File: src/rtl/core/ctp_pkg.sv
// ctp_pkg: shared codes for the ceiling take pool
// no dependencies
`timescale 1ns / 1ps

package ctp_pkg;

  localparam int unsigned ValueWidth  = 32;
  localparam int unsigned StatusWidth = 2;

  // operation codes carried on func_i
  localparam logic FuncInsert = 1'b0;
  localparam logic FuncQuery  = 1'b1;

  // result status codes
  localparam logic [StatusWidth-1:0] StatusDone  = 2'd0;
  localparam logic [StatusWidth-1:0] StatusFull  = 2'd1;
  localparam logic [StatusWidth-1:0] StatusEmpty = 2'd2;

  typedef logic signed [ValueWidth-1:0] value_t;

endpackage

File: src/rtl/core/ceiling_take_pool.sv
// ceiling_take_pool: pool of signed values with a greedy ceiling-take query
// depends on ctp_pkg; holds the pool memory and its scan sequencer
// insert: word accepted at one edge, result strobed on done_o the next cycle, one per cycle while busy is low
// query: result strobed on done_o after the scan and the S_WRITE state, busy high till then
// query time is set by the scan loop, one pool memory read per cycle
// next word can go in at the edge that ends the result cycle
// empty pool query or full pool insert: result the next cycle, pool untouched
// async active-low reset empties the pool; memory contents stay undefined
`timescale 1ns / 1ps

module ceiling_take_pool
  import ctp_pkg::*;
#(
  parameter int unsigned POOL_DEPTH = 64
) (
  input  logic                   clk_i,
  input  logic                   rst_ni,
  input  logic                   start,
  output logic                   busy,
  input  logic                   func_i,
  input  logic signed [31:0]     operand_value_i,
  output logic                   done_o,
  output logic signed [31:0]     taken_value_o,
  output logic                   used_fallback_o,
  output logic [StatusWidth-1:0] status_o
);

  localparam int unsigned AW = (POOL_DEPTH > 1) ? $clog2(POOL_DEPTH) : 1;
  localparam int unsigned CW = $clog2(POOL_DEPTH + 1);
  localparam logic [CW-1:0] DepthCount = CW'(POOL_DEPTH);

  typedef enum logic [1:0] {
    S_IDLE,
    S_SCAN,
    S_WRITE
  } state_e;

  // sequencer state
  state_e          state_q;
  logic [CW-1:0]   count_q;     // entries held
  logic [CW-1:0]   cnt_q;       // next scan address to issue
  logic            rvalid_q;    // read data in rdata_q belongs to the scan
  logic [CW-1:0]   ridx_q;      // pool position of rdata_q
  value_t          thr_q;       // query threshold
  logic            have_ceil_q; // some entry reached the threshold
  value_t          ceil_val_q;
  logic [AW-1:0]   ceil_pos_q;
  value_t          min_val_q;
  logic [AW-1:0]   min_pos_q;
  value_t          last_q;      // top entry, moved into the hole on removal

  // pool memory, one write and one registered read per cycle
  value_t          mem_q [POOL_DEPTH];
  value_t          rdata_q;
  logic            we;
  logic [AW-1:0]   waddr;
  value_t          wdata;
  logic [AW-1:0]   raddr;

  logic            accept;
  logic            last_entry;
  logic            v_ge;
  logic            ceil_better;
  logic            min_better;
  logic [AW-1:0]   take_pos;
  logic [CW-1:0]   count_m1;

  assign busy     = (state_q != S_IDLE);
  assign accept   = start && !busy;
  assign count_m1 = count_q - CW'(1);

  // shared compare unit: one entry per cycle against threshold, best ceiling, minimum
  assign v_ge        = (rdata_q >= thr_q);
  assign ceil_better = v_ge && (!have_ceil_q || (rdata_q < ceil_val_q));
  assign min_better  = (ridx_q == '0) || (rdata_q < min_val_q);
  assign last_entry  = rvalid_q && (ridx_q == count_m1);
  assign take_pos    = have_ceil_q ? ceil_pos_q : min_pos_q;
  assign raddr       = cnt_q[AW-1:0];

  // order inside the pool does not show in any result, so a removal
  // fills the hole with the top entry instead of shifting everything down
  always_comb begin
    we    = 1'b0;
    waddr = count_q[AW-1:0];
    wdata = operand_value_i;
    if (accept && (func_i == FuncInsert) && (count_q < DepthCount)) begin
      we = 1'b1;
    end else if (state_q == S_WRITE) begin
      we    = 1'b1;
      waddr = take_pos;
      wdata = last_q;
    end
  end

  always_ff @(posedge clk_i) begin
    if (we) begin
      mem_q[waddr] <= wdata;
    end
    rdata_q <= mem_q[raddr];
  end

  always_ff @(posedge clk_i or negedge rst_ni) begin
    if (!rst_ni) begin
      state_q         <= S_IDLE;
      count_q         <= '0;
      cnt_q           <= '0;
      rvalid_q        <= 1'b0;
      ridx_q          <= '0;
      thr_q           <= '0;
      have_ceil_q     <= 1'b0;
      ceil_val_q      <= '0;
      ceil_pos_q      <= '0;
      min_val_q       <= '0;
      min_pos_q       <= '0;
      last_q          <= '0;
      done_o          <= 1'b0;
      taken_value_o   <= '0;
      used_fallback_o <= 1'b0;
      status_o        <= StatusDone;
    end else begin
      done_o <= 1'b0;
      case (state_q)
        S_IDLE: begin
          if (accept) begin
            if (func_i == FuncInsert) begin
              // word goes straight into the memory unless the pool is full, result next cycle
              done_o          <= 1'b1;
              taken_value_o   <= '0;
              used_fallback_o <= 1'b0;
              if (count_q < DepthCount) begin
                count_q  <= count_q + CW'(1);
                status_o <= StatusDone;
              end else begin
                status_o <= StatusFull;
              end
            end else if (count_q == '0) begin
              done_o          <= 1'b1;
              taken_value_o   <= '0;
              used_fallback_o <= 1'b0;
              status_o        <= StatusEmpty;
            end else begin
              thr_q       <= operand_value_i;
              cnt_q       <= '0;
              rvalid_q    <= 1'b0;
              have_ceil_q <= 1'b0;
              state_q     <= S_SCAN;
            end
          end
        end
        S_SCAN: begin
          // issue side: one read per cycle until every entry is out
          rvalid_q <= (cnt_q < count_q);
          ridx_q   <= cnt_q;
          if (cnt_q < count_q) begin
            cnt_q <= cnt_q + CW'(1);
          end
          // compare side, on the read issued the cycle before
          if (rvalid_q) begin
            if (ceil_better) begin
              have_ceil_q <= 1'b1;
              ceil_val_q  <= rdata_q;
              ceil_pos_q  <= ridx_q[AW-1:0];
            end
            if (min_better) begin
              min_val_q <= rdata_q;
              min_pos_q <= ridx_q[AW-1:0];
            end
          end
          if (last_entry) begin
            last_q   <= rdata_q;
            rvalid_q <= 1'b0;
            state_q  <= S_WRITE;
          end
        end
        S_WRITE: begin
          // hole filled by the memory write above, pool shrinks by one
          count_q         <= count_m1;
          done_o          <= 1'b1;
          taken_value_o   <= have_ceil_q ? ceil_val_q : min_val_q;
          used_fallback_o <= !have_ceil_q;
          status_o        <= StatusDone;
          state_q         <= S_IDLE;
        end
        default: begin
          state_q <= S_IDLE;
        end
      endcase
    end
  end

  // pool never holds more than its depth
  a_count_bound: assert property (@(posedge clk_i) disable iff (!rst_ni)
    count_q <= DepthCount)
    else $error("pool count above depth");

  // a scan only runs on a non-empty pool
  a_scan_nonempty: assert property (@(posedge clk_i) disable iff (!rst_ni)
    busy |-> (count_q != '0))
    else $error("scan running on empty pool");

  // full report only when the pool really is full
  a_full_status: assert property (@(posedge clk_i) disable iff (!rst_ni)
    (done_o && (status_o == StatusFull)) |-> (count_q == DepthCount))
    else $error("full status with room left");

  // fallback flag only on a successful query
  a_fallback_done: assert property (@(posedge clk_i) disable iff (!rst_ni)
    (done_o && used_fallback_o) |-> (status_o == StatusDone))
    else $error("fallback flag on error result");

  // a query result always shrinks the pool by one
  a_take_shrinks: assert property (@(posedge clk_i) disable iff (!rst_ni)
    (state_q == S_WRITE) |=> (done_o && (count_q == $past(count_m1))))
    else $error("query result without removal");

endmodule

File: config.mk
export PLATFORM = sky130hd
export DESIGN_NAME = ceiling_take_pool
export DESIGN_NICKNAME = d
export VERILOG_FILES = /design/src/rtl/core/ctp_pkg.sv /design/src/rtl/core/ceiling_take_pool.sv
export SDC_FILE = /design/constraint.sdc
export NUM_CORES = 2
export LEC_CHECK = 0
export CELL_PAD_IN_SITES_DETAIL_PLACEMENT = 0
export CELL_PAD_IN_SITES_GLOBAL_PLACEMENT = 2
export CORE_ASPECT_RATIO = 0.8
export CORE_MARGIN = 2
export CORE_UTILIZATION = 45
export DETAILED_ROUTE_END_ITERATION = 16
export DONT_BUFFER_PORTS = 1
export PLACE_DENSITY = 0.73
export REMOVE_ABC_BUFFERS = 1
export SYNTH_ARGS = -nofsm -noshare
export SYNTH_HDL_FRONTEND = slang
export SYNTH_SLANG_ARGS = --single-unit
File: constraint.sdc
create_clock -name clk_i -period 5.1 [get_ports clk_i]
set_clock_uncertainty 0.1 [all_clocks]
set_input_delay 0.255 -clock clk_i [delete_from_list [all_inputs] [get_ports clk_i]]
set_output_delay 0.255 -clock clk_i [all_outputs]
set_load 0.02 [all_outputs]
# Word-level counts from Yosys, hierarchy flattened

Memories as Yosys holds them, arrays and structs flattened. A register that Yosys moved wholly into a read port is not among the register bits.
Index checks and enable logic that the tools add are counted.

RAM bits: 2,048
Register bits: 201
Memories: 1

Memory list:

| memory | depth | bits a word | read ports | clocked after memory_dff | wr ports | line                    | RTL |
|---|---|---|---|---|---|---|---|
| mem_q  | 64    | 32          | 1          | 1                        | 1        | ceiling_take_pool.sv:53 | `value_t mem_q [POOL_DEPTH];` |

Magnitude comparators: 5
Multiplexer cells: 49
Bitwise operators: 2
Equal/unequal tests: 13
Add/subtract/negate cells: 3
Reduce and logical (&&, ||, !) cells: 25

Operator list:

| cell                                                               | count |
|---|---|
| 32-bit 2-to-1 mux                                                  | 6 |
| 32-bit < comparator                                                | 2 |
| 32-bit one-hot mux with 2 select lines                             | 1 |
| 7-bit 2-to-1 mux                                                   | 7 |
| 32-bit >= comparator                                               | 1 |
| 7-bit one-hot mux with 2 select lines                              | 2 |
| 6-bit 2-to-1 mux                                                   | 3 |
| 2-bit inequality test, second input constant                       | 9 |
| 1-bit 2-to-1 mux                                                   | 17 |
| 4-bit AND reduction                                                | 4 |
| 7-bit by 1-bit adder with 7-bit output, second input constant      | 2 |
| 7-bit logical NOT                                                  | 2 |
| 2-bit 2-to-1 mux                                                   | 7 |
| 3-bit AND reduction                                                | 3 |
| 1-bit one-hot mux with 2 select lines                              | 4 |
| 2-bit one-hot mux with 2 select lines                              | 2 |
| 7-bit == test                                                      | 1 |
| 7-bit < comparator                                                 | 1 |
| 7-bit < comparator, second input constant                          | 1 |
| 7-bit by 1-bit subtractor with 7-bit output, second input constant | 1 |
| 6-bit AND reduction                                                | 1 |
| 2-bit nonzero test                                                 | 3 |
| 1-bit logical AND                                                  | 5 |
| 5-bit AND reduction                                                | 1 |
| other kinds (8)                                                    | 11 |

# Longest topological paths before layout

Depth after elaboration: 8
Gate-level depth with buffers: 12
Gate-level depth less buffers: 9

# Least setup slack after synthesis

Ideal clock, no wire load.

Kind: reg2reg
Start: register state_q[1]
End: memory mem_q[17][0] (netlist bit), enable pin
Stages on the path, launching flop included: 9
Buffers on the path: 3
Arrival: 3.043 ns
Slack: 1.536 ns
Path through: dfrtp_1 clkbuf_1 nand2_1 clkbuf_1 clkbuf_1 o21ai_0 nor2_1 nand2_1 nor2_1

Word-level cells in the longest chain between the ends: 8
Elaborated cells on any way between the ends: 12
Those cells by class: 1 x eq/ne; 6 x mux; 5 x reduce/logical

RTL lines:

| element                                | line                     | RTL |
|---|---|---|
| start: declaration                     | ceiling_take_pool.sv:39  | `state_e state_q;` |
| start signal: assignment               | ceiling_take_pool.sv:104 | `state_q <= S_IDLE;` |
| start signal: assignment               | ceiling_take_pool.sv:146 | `state_q <= S_SCAN;` |
| start signal: assignment               | ceiling_take_pool.sv:172 | `state_q <= S_WRITE;` |
| 2-bit nonzero test                     | ceiling_take_pool.sv:68  | `assign busy = (state_q != S_IDLE);` |
| 1-bit logical NOT                      | ceiling_take_pool.sv:69  | `assign accept = start && !busy;` |
| 1-bit logical AND                      | ceiling_take_pool.sv:69  |  |
| 1-bit logical AND (2 in a row)         | ceiling_take_pool.sv:86  | `if (accept && (func_i == FuncInsert) && (count_q < DepthCount)) begin` |
| 1-bit 2-to-1 mux                       | ceiling_take_pool.sv:86  |  |
| 1-bit 2-to-1 mux                       | ceiling_take_pool.sv:96  | `if (we) begin` |
| 1-bit 2-to-1 mux (implied by the code) | ceiling_take_pool.sv:97  | `mem_q[waddr] <= wdata;` |
| end: declaration                       | ceiling_take_pool.sv:53  |  |

Several ways; a longest one is shown, not always the timed one.

# Final worst setup path

Start: register rdata_q[13] (read register of mem_q)
End: register ceil_val_q[6]

Word-level cells in the longest chain between the ends: 4
Elaborated cells on any way between the ends: 5
Those cells by class: 2 x order compare; 3 x reduce/logical

RTL lines:

| element                                  | line                     | RTL |
|---|---|---|
| start: declaration                       | ceiling_take_pool.sv:54  | `value_t rdata_q;` |
| 32-bit < comparator                      | ceiling_take_pool.sv:74  | `assign ceil_better = v_ge && (!have_ceil_q \|\| (rdata_q < ceil_val_q));` |
| 1-bit logical OR                         | ceiling_take_pool.sv:74  |  |
| 1-bit logical AND (*)                    | ceiling_take_pool.sv:74  |  |
| 3-bit AND reduction (no source line) (*) | n/a                      |  |
| end signal: assignment                   | ceiling_take_pool.sv:161 | `ceil_val_q <= rdata_q;` |
| end: declaration                         | ceiling_take_pool.sv:46  | `value_t ceil_val_q;` |

Every way passes the cells marked *; elsewhere a longest branch is shown, timed or not.
A chain may end at the register's enable or synchronous reset.

==> results_dict.tcl <==
set metrics [dict create \
    powerDensity_nw_per_um2 356 \
    netSwitchingFraction_pct 20.0 \
    viasPerCell 5.87 \
    pin_count 73 \
    cts-hold-fix-buffers 56 \
    path_max_fanout 38 \
    worst_pin_slew_ps 1310 \
    synthCells 4396 \
    end_kind "flip-flop" \
    clock-root-buffer "clkbuf_16" \
    start_kind "flip-flop" \
    vias 44000 \
    hold_viol 2 \
    first_pass_iters 6 \
    maxCapViolCount 0 \
    portBuffers 0 \
    ys.warnings.count 0 \
    grt-busiest-layer "met1" \
    relSlewSlack_pct 12.9 \
    nets 4757 \
    die-area_um2 205000 \
    final_area_um2 103000 \
    gp_congestion 0.813 \
    grt_start_max_net_pins 202 \
    post_cts_resized 0 \
    reg2reg_slack_ps 1070 \
    p_int_uw 29400 \
    use_met3_pct 6.60 \
    hp-class "in2async" \
    met1_usage_pct 33.2 \
    violations "negative hold slack" \
    min_period_over_period_pct 79.0 \
    crit_path_start "rdata_q[13]$_DFF_P_" \
    syn2layout_area_growth_pct 13.8 \
    place_area_um2 95500 \
    floorplan.rows 147 \
    power.total_uw 36700 \
    setup_ws_ps 1070 \
    critPathRequiredTime_ps 5650 \
    tritoncts "done" \
    finalSetupViolations 0 \
    htreeDepth 4 \
    cts_setup_buffers 0 \
    leakage_uw 0.0336 \
    synth-seq-cells 2281 \
    synth.distinct_cells 55 \
    hpwl_um 139000 \
    routedWlPerCell_um 30.5 \
    p_clk_share_pct 43.5 \
    antenna_found_initial 15 \
    antenna_left 0 \
    netSwitchingPower_uw 7330 \
    ys.flop_type "edfxtp_1" \
    hold_slack_ps -6.76 \
    synth-edff-count 2048 \
    cts_made_buffers 211 \
    worst_ep_arrival_time_ps 4580 \
    overflow 0 \
    drcViolationCount 0 \
    syn_avg_cell_area_um2 20.6 \
    core_um2 200000 \
    peakVddDrop_v 0.000326 \
    fin_crit_ps 4030 \
    clock_latency_ps 840 \
    crit_type "reg2reg" \
    status "finished with violations" \
    clk_pin_slew_worst_paths_ps 60 \
    drv_slew 0 \
    drive_gt1_share_pct 27.7 \
    async_flop_share_pct 8.81 \
    cts.sinks 2281 \
    grt_pass1_vias 44000 \
    fillers 15600 \
    rsz0062_at_grt "false" \
    seqPwrFrac_pct 55.4 \
    die_h_um 405 \
    ys_seq_area_share_pct 74.1 \
    cts_buffer_depth 3 \
    clock.fmax_ghz 0.248 \
    routed_wl_um 228000 \
    fp.dieW_um 506 \
    start_util_pct 45.2 \
    grt_pass1_wl_um 327000 \
    pre_cts_slack_ps 1070 \
    r2r_start "rdata_q[13]$_DFF_P_" \
    syn_area_um2 90600 \
    drt-initial-drc-count 5305 \
    grt_use_total_pct 22.3 \
    comb_power_share_pct 1.0 \
    met2_usage_pct 32.8 \
]
-- synthesized netlist by cell type, types with 5 or more instances --
master	n	area, um^2
edfxtp_1	2048	61500
mux4_2	672	15100
nand2_1	281	1050
dfrtp_1	201	5030
clkbuf_1	152	571
inv_1	146	548
o21ai_0	135	676
nor2_1	127	477
ha_1	104	1300
mux2i_1	73	731
buf_2	51	255
a21oi_1	43	215
and3_1	40	250
mux2_2	40	450
o21a_1	35	263
dfxtp_1	32	641
buf_1	29	109
o311ai_1	20	175
o311ai_0	19	166
nand3_1	18	90.1
nand4_1	17	106
xnor2_1	11	96.3
nor3_1	10	50.1
nand2b_1	9	56.3
a21o_1	8	60.1
nor2b_1	6	37.5
a31oi_1	5	31.3
and4_1	5	43.8
o211ai_1	5	37.5
xor2_1	5	43.8
-- critical path, stage by stage, from the launching register on --
cell and delay [ps]:
dfxtp_1 830, ha_1 380, and4_1 220, a221oi_1 490, o311ai_0 360, a31oi_4 300
buf_4 680, mux2i_1 260, o311ai_0 160
-- layout by cell type (no fill, tap or decap), types with 17 or more instances in the layout --
cell type | Yosys | routed
edfxtp_1 | 2048 | 2048
mux4_2 | 672 | 672
nand2_1 | 281 | 248
clkbuf_16 | 0 | 214
dfrtp_1 | 201 | 194
buf_4 | 3 | 151
inv_1 | 146 | 146
o21ai_0 | 135 | 135
ha_1 | 104 | 103
mux2i_1 | 73 | 72
nor2_4 | 0 | 65
nor2_1 | 127 | 62
dlygate4sd3_1 | 0 | 55
clkinv_1 | 0 | 45
a21oi_1 | 43 | 42
clkbuf_1 | 152 | 41
and3_1 | 40 | 40
mux2_2 | 40 | 40
buf_12 | 0 | 38
clkinv_2 | 0 | 37
o21a_1 | 35 | 35
nand2_2 | 0 | 32
dfxtp_1 | 32 | 32
bufinv_16 | 0 | 23
o311ai_1 | 20 | 20
o311ai_0 | 19 | 19
nand3_1 | 18 | 18
nand4_1 | 17 | 17
-- cell type report --
type	count	area, um^2	area share, %
Clock buffer	263	5620	5.45
Sequential cell	2281	67200	65.2
Inverter	146	548	0.532
Timing Repair Buffer	245	2470	2.40
Antenna cell	7	17.5	0.0170
Multi-Input combinational cell	1732	22500	21.9
Clock inverter	130	1360	1.32
Tap cell	2682	3360	3.25
-- registers in the layout, indices dropped and copies added (netlist names) --
signal           flops
ceil_pos_q           6
min_pos_q            6
mem_q             2048
have_ceil_q          1
count_q              7
rdata_q             32
cnt_q                7
min_val_q           32
used_fallback_o      1
state_q              2
thr_q               32
last_q              32
taken_value_o       32
ridx_q               7
rvalid_q             1
ceil_val_q          32
done_o               1
status_o             2
-- power by group through the flow --
stage | Clock [uW] | Sequential, uW | Combinational [uW]
2_1_floorplan | 0 | 20800 | 131
5_1_grt | 17000 | 20300 | 412
6_report | 16000 | 20400 | 377
3_3_place_gp | 0 | 20800 | 296
3_5_place_dp | 0 | 20800 | 313
4_1_cts | 16300 | 20400 | 381
-- stage by stage --
step           util (%)  TNS, ps  cells
2_1_floorplan         -  -739030   4159
3_5_place_dp       47.7        0   7030
3_3_place_gp       47.7        0   7030
6_report           51.5        0   7486
4_1_cts            51.5        0   7479
5_1_grt            51.5        0   7484
-- final timing paths --
check                                                 end  cells past startpoint
worst min register to register     last_q[11]$_DFFE_PN0P_                      1
worst min-delay path              status_o[1]$_DFFE_PN0P_                      2
worst max-delay path            ceil_val_q[6]$_DFFE_PN0P_                      8
max in group asynchronous        min_val_q[2]$_DFFE_PN0P_                      2
min in group clk_i                  mem_q[2][4]$_DFFE_PP_                      3
worst max register to register  ceil_val_q[6]$_DFFE_PN0P_                      8
-- cells by family (layout without fill, tap and decap cells) --
logic type,Yosys count,after routing,synth area share (%)
muxes,785,785,18.0
buffers and inverters,383,784,1.69
DFF,2281,2281,74.1
and+or+nand+nor,529,529,2.51
adders and majority gates,104,104,1.44
AOI/OAI and AO/OA,298,298,2.06
other,0,7,0
xor gates and xnor gates,16,16,0.155
-- per-layer routing --
| metal | part of all wire, % | up-vias | wire [um] |
|---|---|---|---|
| met5 | 0.092 | - | 209 |
| met4 | 1.7 | 2 | 3940 |
| met3 | 9.3 | 252 | 21300 |
| met2 | 45 | 1571 | 103000 |
| met1 | 44 | 23700 | 99800 |
| li1 | - | 18400 | - |
No activity file was read; power rests on OpenSTA's default activity.
